$ cat config.mk
export PLATFORM = sky130hd
export DESIGN_NAME = sync_frame_receiver_sum8_unit_flat
export DESIGN_NICKNAME = d
export VERILOG_FILES = /design/src/rtl/sfr_pkg.sv /design/src/rtl/sfr_in_if.sv /design/src/rtl/sfr_out_if.sv /design/src/rtl/sfr_apb_cfg.sv /design/src/rtl/sfr_frame_ctrl.sv /design/src/rtl/sync_frame_receiver_sum8_unit.sv /design/src/flat_wrapper.sv
export SDC_FILE = /design/constraint.sdc
export NUM_CORES = 1
export LEC_CHECK = 0
export ABC_AREA = 1
export CAP_MARGIN = 20
export CORE_ASPECT_RATIO = 0.9
export CORE_UTILIZATION = 30
export CTS_BUF_LIST = sky130_fd_sc_hd__clkbuf_4
export CTS_CLUSTER_SIZE = 16
export DETAILED_ROUTE_END_ITERATION = 10
export DONT_BUFFER_PORTS = 1
export GPL_ROUTABILITY_DRIVEN = 0
export PLACE_DENSITY = 0.48
export SYNTH_ARGS = -nofsm -noshare
export SYNTH_HDL_FRONTEND = slang
export SYNTH_SLANG_ARGS = --single-unit
$ cat constraint.sdc
create_clock -name clk -period 8.6 [get_ports clk]
set_clock_uncertainty 0.1 [all_clocks]
set_input_delay 0.86 -clock clk [delete_from_list [all_inputs] [get_ports clk]]
set_output_delay 0.86 -clock clk [all_outputs]
set_load 0.1 [all_outputs]
$ cat src/rtl/sfr_pkg.sv
// Shared types and constants for the sync frame receiver.
`timescale 1ns / 1ps
package sfr_pkg;

    localparam logic [7:0] SYNC_RESET  = 8'h24;
    localparam int         PAYLOAD_LEN = 8;
    localparam logic [3:0] SUM_BYTES   = 4'd9;
    localparam int         ADDR_W      = 3;

    // Register word indexes on the configuration port
    localparam logic REG_SYNC_BYTE = 1'b0;

    typedef enum logic [2:0] {
        ST_IGNORED  = 3'd0,
        ST_SYNC     = 3'd1,
        ST_STORED   = 3'd2,
        ST_GOOD     = 3'd3,
        ST_BAD      = 3'd4,
        ST_LOCKED   = 3'd5,
        ST_ERROR    = 3'd6,
        ST_RELEASED = 3'd7
    } status_t;

    typedef logic [7:0] byte_t;

    typedef struct packed {
        status_t                      status;
        byte_t [PAYLOAD_LEN-1:0]      data;
        byte_t                        checksum_byte;
        logic                         buffer_locked;
    } result_t;

endpackage

$ cat src/rtl/sfr_in_if.sv
// Input channel: received byte or release command.
`timescale 1ns / 1ps
interface sfr_in_if;
    logic       valid;
    logic       ready;
    logic       cmd;
    logic [7:0] rx_byte;
    logic       rx_error;

    modport source (output valid, output cmd, output rx_byte, output rx_error, input ready);
    modport sink   (input valid, input cmd, input rx_byte, input rx_error, output ready);
endinterface

$ cat src/rtl/sfr_out_if.sv
// Result channel: status, frame payload and lock flag.
`timescale 1ns / 1ps
interface sfr_out_if;
    logic       valid;
    logic       ready;
    logic [2:0] status;
    logic [7:0] data_byte_1;
    logic [7:0] data_byte_2;
    logic [7:0] data_byte_3;
    logic [7:0] data_byte_4;
    logic [7:0] data_byte_5;
    logic [7:0] data_byte_6;
    logic [7:0] data_byte_7;
    logic [7:0] data_byte_8;
    logic [7:0] checksum_byte;
    logic       buffer_locked;

    modport source (
        output valid, output status,
        output data_byte_1, output data_byte_2, output data_byte_3, output data_byte_4,
        output data_byte_5, output data_byte_6, output data_byte_7, output data_byte_8,
        output checksum_byte, output buffer_locked,
        input ready
    );
    modport sink (
        input valid, input status,
        input data_byte_1, input data_byte_2, input data_byte_3, input data_byte_4,
        input data_byte_5, input data_byte_6, input data_byte_7, input data_byte_8,
        input checksum_byte, input buffer_locked,
        output ready
    );
endinterface

$ cat src/rtl/sfr_apb_cfg.sv
// APB register block holding the sync byte.
`timescale 1ns / 1ps
module sfr_apb_cfg (
    input  logic                       clk,
    input  logic                       rst_n,
    input  logic                       psel,
    input  logic                       penable,
    input  logic                       pwrite,
    input  logic [sfr_pkg::ADDR_W-1:0] paddr,
    input  logic [31:0]                pwdata,
    output logic [31:0]                prdata,
    output logic                       pready,
    output logic [7:0]                 sync_byte
);
    import sfr_pkg::*;

    logic [7:0] sync_reg;
    logic       wr_en;
    logic       reg_idx;

    assign pready  = 1'b1;
    assign reg_idx = paddr[2];
    assign wr_en   = psel && penable && pwrite && pready;

    always_ff @(posedge clk or negedge rst_n)
    begin
        if (!rst_n)
        begin
            sync_reg <= SYNC_RESET;
        end
        else if (wr_en && (reg_idx == REG_SYNC_BYTE))
        begin
            sync_reg <= pwdata[7:0];
        end
    end

    always_comb
    begin
        prdata = 32'd0;
        if (reg_idx == REG_SYNC_BYTE)
        begin
            prdata = {24'd0, sync_reg};
        end
    end

    assign sync_byte = sync_reg;
endmodule

$ cat src/rtl/sfr_frame_ctrl.sv
// Frame hunting, payload capture and checksum check, one byte per transfer.
`timescale 1ns / 1ps
module sfr_frame_ctrl (
    input  logic             clk,
    input  logic             rst_n,
    input  logic             accept,
    input  logic             cmd,
    input  logic [7:0]       rx_byte,
    input  logic             rx_error,
    input  logic [7:0]       sync_byte,
    output sfr_pkg::result_t result
);
    import sfr_pkg::*;

    logic                    in_frame_reg, in_frame_next;
    logic [3:0]              byte_count_reg, byte_count_next;
    logic [7:0]              sum_reg, sum_next;
    logic                    locked_reg, locked_next;
    byte_t [PAYLOAD_LEN-1:0] payload_reg;
    logic                    store_en;
    logic [3:0]              count_m1;
    logic [2:0]              store_idx;

    assign count_m1  = byte_count_reg - 4'd1;
    assign store_idx = count_m1[2:0];

    always_comb
    begin
        in_frame_next   = in_frame_reg;
        byte_count_next = byte_count_reg;
        sum_next        = sum_reg;
        locked_next     = locked_reg;
        store_en        = 1'b0;
        result.status        = ST_IGNORED;
        result.data          = '0;
        result.checksum_byte = 8'd0;

        priority if (cmd)
        begin
            locked_next   = 1'b0;
            result.status = ST_RELEASED;
        end
        else if (rx_error)
        begin
            result.status = ST_ERROR;
        end
        else if (locked_reg)
        begin
            result.status = ST_LOCKED;
        end
        else if (!in_frame_reg)
        begin
            if (rx_byte == sync_byte)
            begin
                in_frame_next   = 1'b1;
                byte_count_next = 4'd1;
                sum_next        = rx_byte;
                result.status   = ST_SYNC;
            end
        end
        else if (byte_count_reg < SUM_BYTES)
        begin
            // payload byte: store and fold into the running sum
            store_en        = 1'b1;
            sum_next        = sum_reg + rx_byte;
            byte_count_next = byte_count_reg + 4'd1;
            result.status   = ST_STORED;
        end
        else
        begin
            // checksum byte closes the frame either way
            if (sum_reg == rx_byte)
            begin
                locked_next          = 1'b1;
                result.status        = ST_GOOD;
                result.data          = payload_reg;
                result.checksum_byte = rx_byte;
            end
            else
            begin
                result.status = ST_BAD;
            end
            in_frame_next   = 1'b0;
            byte_count_next = 4'd0;
            sum_next        = 8'd0;
        end
        result.buffer_locked = locked_next;
    end

    always_ff @(posedge clk or negedge rst_n)
    begin
        if (!rst_n)
        begin
            in_frame_reg   <= 1'b0;
            byte_count_reg <= 4'd0;
            sum_reg        <= 8'd0;
            locked_reg     <= 1'b0;
        end
        else if (accept)
        begin
            in_frame_reg   <= in_frame_next;
            byte_count_reg <= byte_count_next;
            sum_reg        <= sum_next;
            locked_reg     <= locked_next;
        end
    end

    always_ff @(posedge clk)
    begin
        if (accept && store_en)
        begin
            payload_reg[store_idx] <= rx_byte;
        end
    end
endmodule

$ cat src/rtl/sync_frame_receiver_sum8_unit.sv
// Top level of the sync byte frame receiver with 8-bit sum check.
`timescale 1ns / 1ps
// Each result is registered and appears in the cycle after its input transfer.
// Throughput: one byte or command per cycle if res_out is ready; the result
//   register frees in the cycle it is taken, so both sides run together.
// Reset (rst_n, async low): hunting, unlocked, count and sum cleared, sync
//   byte back to 0x24, result register empty. The payload store is not reset.
module sync_frame_receiver_sum8_unit (
    input  logic                       clk,
    input  logic                       rst_n,
    sfr_in_if.sink                     rx_in,
    sfr_out_if.source                  res_out,
    input  logic                       psel,
    input  logic                       penable,
    input  logic                       pwrite,
    input  logic [sfr_pkg::ADDR_W-1:0] paddr,
    input  logic [31:0]                pwdata,
    output logic [31:0]                prdata,
    output logic                       pready
);
    import sfr_pkg::*;

    logic [7:0] sync_val;
    logic       accept;
    logic       out_valid_reg;
    result_t    result;
    result_t    res_reg;

    // Configuration registers
    sfr_apb_cfg u_cfg (
        .clk       (clk),
        .rst_n     (rst_n),
        .psel      (psel),
        .penable   (penable),
        .pwrite    (pwrite),
        .paddr     (paddr),
        .pwdata    (pwdata),
        .prdata    (prdata),
        .pready    (pready),
        .sync_byte (sync_val)
    );

    // Take a new item whenever the result register is empty or being drained
    assign rx_in.ready = !out_valid_reg || res_out.ready;
    assign accept      = rx_in.valid && rx_in.ready;

    // Frame state machine and combinational result
    sfr_frame_ctrl u_ctrl (
        .clk       (clk),
        .rst_n     (rst_n),
        .accept    (accept),
        .cmd       (rx_in.cmd),
        .rx_byte   (rx_in.rx_byte),
        .rx_error  (rx_in.rx_error),
        .sync_byte (sync_val),
        .result    (result)
    );

    // Result register: load on each input transfer, drop valid once taken
    always_ff @(posedge clk or negedge rst_n)
    begin
        if (!rst_n)
        begin
            out_valid_reg <= 1'b0;
        end
        else if (accept)
        begin
            out_valid_reg <= 1'b1;
        end
        else if (res_out.ready)
        begin
            out_valid_reg <= 1'b0;
        end
    end

    always_ff @(posedge clk)
    begin
        if (accept)
        begin
            res_reg <= result;
        end
    end

    assign res_out.valid         = out_valid_reg;
    assign res_out.status        = res_reg.status;
    assign res_out.data_byte_1   = res_reg.data[0];
    assign res_out.data_byte_2   = res_reg.data[1];
    assign res_out.data_byte_3   = res_reg.data[2];
    assign res_out.data_byte_4   = res_reg.data[3];
    assign res_out.data_byte_5   = res_reg.data[4];
    assign res_out.data_byte_6   = res_reg.data[5];
    assign res_out.data_byte_7   = res_reg.data[6];
    assign res_out.data_byte_8   = res_reg.data[7];
    assign res_out.checksum_byte = res_reg.checksum_byte;
    assign res_out.buffer_locked = res_reg.buffer_locked;
endmodule

$ cat src/flat_wrapper.sv
// flat-port wrapper written by rule: the top's interface ports become plain ports
module sync_frame_receiver_sum8_unit_flat import sfr_pkg::*;
  (clk, rst_n, psel, penable, pwrite, paddr, pwdata, prdata, pready, rx_in_valid, rx_in_cmd, rx_in_rx_byte, rx_in_rx_error, rx_in_ready, res_out_valid, res_out_status, res_out_data_byte_1, res_out_data_byte_2, res_out_data_byte_3, res_out_data_byte_4, res_out_data_byte_5, res_out_data_byte_6, res_out_data_byte_7, res_out_data_byte_8, res_out_checksum_byte, res_out_buffer_locked, res_out_ready);
  sfr_in_if rx_in_i ();
  sfr_out_if res_out_i ();
  input  logic clk;
  input  logic rst_n;
  input  logic psel;
  input  logic penable;
  input  logic pwrite;
  input  logic [sfr_pkg::ADDR_W-1:0] paddr;
  input  logic [31:0] pwdata;
  output logic [31:0] prdata;
  output logic pready;
  input wire logic [$bits(rx_in_i.valid)-1:0] rx_in_valid;
  input wire logic [$bits(rx_in_i.cmd)-1:0] rx_in_cmd;
  input wire logic [$bits(rx_in_i.rx_byte)-1:0] rx_in_rx_byte;
  input wire logic [$bits(rx_in_i.rx_error)-1:0] rx_in_rx_error;
  output wire logic [$bits(rx_in_i.ready)-1:0] rx_in_ready;
  output wire logic [$bits(res_out_i.valid)-1:0] res_out_valid;
  output wire logic [$bits(res_out_i.status)-1:0] res_out_status;
  output wire logic [$bits(res_out_i.data_byte_1)-1:0] res_out_data_byte_1;
  output wire logic [$bits(res_out_i.data_byte_2)-1:0] res_out_data_byte_2;
  output wire logic [$bits(res_out_i.data_byte_3)-1:0] res_out_data_byte_3;
  output wire logic [$bits(res_out_i.data_byte_4)-1:0] res_out_data_byte_4;
  output wire logic [$bits(res_out_i.data_byte_5)-1:0] res_out_data_byte_5;
  output wire logic [$bits(res_out_i.data_byte_6)-1:0] res_out_data_byte_6;
  output wire logic [$bits(res_out_i.data_byte_7)-1:0] res_out_data_byte_7;
  output wire logic [$bits(res_out_i.data_byte_8)-1:0] res_out_data_byte_8;
  output wire logic [$bits(res_out_i.checksum_byte)-1:0] res_out_checksum_byte;
  output wire logic [$bits(res_out_i.buffer_locked)-1:0] res_out_buffer_locked;
  input wire logic [$bits(res_out_i.ready)-1:0] res_out_ready;
  assign rx_in_i.valid = rx_in_valid;
  assign rx_in_i.cmd = rx_in_cmd;
  assign rx_in_i.rx_byte = rx_in_rx_byte;
  assign rx_in_i.rx_error = rx_in_rx_error;
  assign rx_in_ready = rx_in_i.ready;
  assign res_out_valid = res_out_i.valid;
  assign res_out_status = res_out_i.status;
  assign res_out_data_byte_1 = res_out_i.data_byte_1;
  assign res_out_data_byte_2 = res_out_i.data_byte_2;
  assign res_out_data_byte_3 = res_out_i.data_byte_3;
  assign res_out_data_byte_4 = res_out_i.data_byte_4;
  assign res_out_data_byte_5 = res_out_i.data_byte_5;
  assign res_out_data_byte_6 = res_out_i.data_byte_6;
  assign res_out_data_byte_7 = res_out_i.data_byte_7;
  assign res_out_data_byte_8 = res_out_i.data_byte_8;
  assign res_out_checksum_byte = res_out_i.checksum_byte;
  assign res_out_buffer_locked = res_out_i.buffer_locked;
  assign res_out_i.ready = res_out_ready;
  sync_frame_receiver_sum8_unit u_core (.clk(clk), .rst_n(rst_n), .rx_in(rx_in_i), .res_out(res_out_i), .psel(psel), .penable(penable), .pwrite(pwrite), .paddr(paddr), .pwdata(pwdata), .prdata(prdata), .pready(pready));
endmodule
==> results.md <==
* Synth Warn # at 0
* Final WL at 13.62 mm
* Vias per inst at 4.150
* Core area at 0.02264 mm^2
* Crit path required time at 8660 ps
* DR pass1 iterations at 5
* Antenna violations before repair at 1
* Site Rows at 52
* Number of antenna diodes at 0
* Largest net degree at the start of global routing at 78
* Post-CTS setup buffers at 0
* Cells after Synth at 589
* # resized after CTS at 0
* FMAX at 272.1 MHz
* Max-cap violations at 0
* GRT Util Overall at 11.83%
* Synthesis-stage register bit count at 163
* Kind of critical path: reg -> reg
* Synth unique cells at 29
* Reg2Reg Depth at 7
* Share of post-route cells with drive strength above 1 at 21.24%
* Die Wd at 162.7 um
* Post-route insts no fill at 909
* # port buffers at 0
* CTS tree: done
* Tmin final at 3675 ps
* Global-route wire length before repair at 20.56 mm
* Reg2Reg Capture Point: u_core.u_ctrl.payload_reg[57]
* Worst-path clk slew at 150 ps
* Routed Antenna Nets at 0
* Crit path to: u_core.u_ctrl.payload_reg[57]
* Power, Total at 1965 uW
* CP startpoint: u_core.res_out.valid
* Hold_sp: rx_in_rx_byte[2]
* Nets at 661
* RSZ-0062 raised after global routing: false
* Seq/Total Area, Yosys at 68.61%
* DRT iter0 DRCs at 318
* Classification of the worst-slack hold path: in -> reg
* Top Ports at 163
* Post-synth top area cell: edfxtp_1
* Clk buf depth at 2
* Clk Tree Root Cell: clkbuf_4
* Critical Path AT at 3740 ps
* H-tree depth at 4
* Area of the mapped netlist at 0.006970 mm^2
* Max reg flops at 64
* Share of the synthesized area in the top cell type at 60.31%
* Vias in the first global route at 3,640
* Slew @ Worst Pin at 1076 ps
* Clock Latency Late Sink at 540 ps
* Number of placed instances, taps included at 875
* Die Area at 0.02385 mm^2
* Number of synthesized flops with an enable pin at 140
* Run status: completed
* Placed wire-length estimate at 8.903 mm
* Fin. max-slew vios at 0
* Peak supply drop at 0.09247 mV
* Residual DRC count at 0
* Leak Pwr at 0.003131 uW
* Starting Density at 30.79%
* TNS Setup at 0 ps
* Synth cell count leaders: edfxtp_1 (140), inv_1 (111), nand2_1 (102), nor2_2 (74), nor2_1 (33)
* Wire length per cell at 14.99 um
* Top FF cell, synth: edfxtp_1
* Async set or reset register ratio after synthesis at 14.11%
* Post-Syn Area per Cell at 11.83 um^2
* DR vias at 3,772
* Die H at 146.6 um
* Worst Path Max Fanout at 8
* Layout area overhead at 7.521%
* Hold Fails Final Rpt at 0
* Power Density at 262.2 mW/mm^2
* CP Capture Type: flip-flop
* R2R setup slack at 4930 ps
* GR Overflow Total at 0
* Fin crit share at 42.73%
* Rel. slew slack at 28.19%
* CTS Hold Bufs at 2
* Final Setup Violations at 0
* Hold Crit Depth at 0
* Startpoint Class: flip-flop
* Top post-synthesis cells by area: edfxtp_1 (60%), dfrtp_1 (7.5%), nor2_2 (6.6%)
* # fillers at 2,278
* Critical R2R Launch: u_core.res_out.valid
* Most common cell in the netlist: edfxtp_1
* Clock Sinks at 163
* TritonCTS Buffers at 17
## routing by layer
layer,vias to the layer above,global-route usage (%),wire length [um]
li1,1836,-,-
met1,1795,15.31,6498
met2,127,18.70,6229
met3,14,3.778,707
met4,0,3.832,188
met5,-,0,0
## kinds of logic after synthesis
family	synth area share, %
compound gates	1.831
xor+xnor	0.6284
fa+ha+maj	1.903
buf+inv	10.38
flops	68.61
other cells	0.1077
simple gates	16.55
## power by group
group | internal (uW) | total [uW] | switching [uW]
clock network | 181 | 479 | 297
registers | 922 | 1100 | 179
logic | 102 | 385 | 284
total | 1210 | 1970 | 759
## placed cells by master (no fill, tap or decap), types with 3 or more instances in the layout
cell	n
a21oi_1	12
clkbuf_4	17
clkinv_2	4
conb_1	25
dfrtp_1	21
edfxtp_1	140
ha_1	9
inv_1	110
inv_6	5
inv_8	3
nand2_1	102
nand3_1	14
nand4_1	5
nor2_1	25
nor2_2	82
o21ai_0	4
o22ai_1	5
xnor2_1	3
## area by class of cell
| type | instances | area, um^2 | area share [%] |
|---|---|---|---|
| multi-input combinational | 299 | 1572 | 20.97 |
| sequential | 163 | 4782 | 63.81 |
| clock inverter | 15 | 165.2 | 2.204 |
| inverter | 114 | 431.7 | 5.760 |
| clock buffer | 17 | 127.6 | 1.703 |
| timing repair buffer | 4 | 45.04 | 0.6010 |
| tap | 297 | 371.6 | 4.958 |
## how the worst min path moves through the flow
| stage | end | slack [ps] |
|---|---|---|
| detailed placement | u_core.u_ctrl.sum_reg[6] | 370 |
| CTS | u_core.u_ctrl.payload_reg[35] | 240 |
| finish | u_core.u_ctrl.payload_reg[42] | 300 |
| floorplan | u_core.u_ctrl.sum_reg[0] | 350 |
| global route | u_core.u_ctrl.payload_reg[24] | 220 |
| global placement | u_core.u_ctrl.sum_reg[0] | 360 |
## stage by stage
stage	cell area (um^2)	hold slack [ps]	worst slack, ps	util, %
floorplan	7057	345.9	3722	-
global placement	7172	361.8	5019	31.68
detailed placement	7172	370.7	4963	31.68
CTS	7495	238.3	4901	33.10
global route	7495	220.4	4681	33.10
finish	7495	302.4	4925	33.10
## critical path, cell delays in order (launching register included)
cell and delay [ps]:
dfrtp_1 760, nand2_1 890, nand2_1 290, clkinv_2 120
nand3_2 150, nor2_2 190, nand2_1 170, nor2_1 620
(Power assumes the default switching activity.)
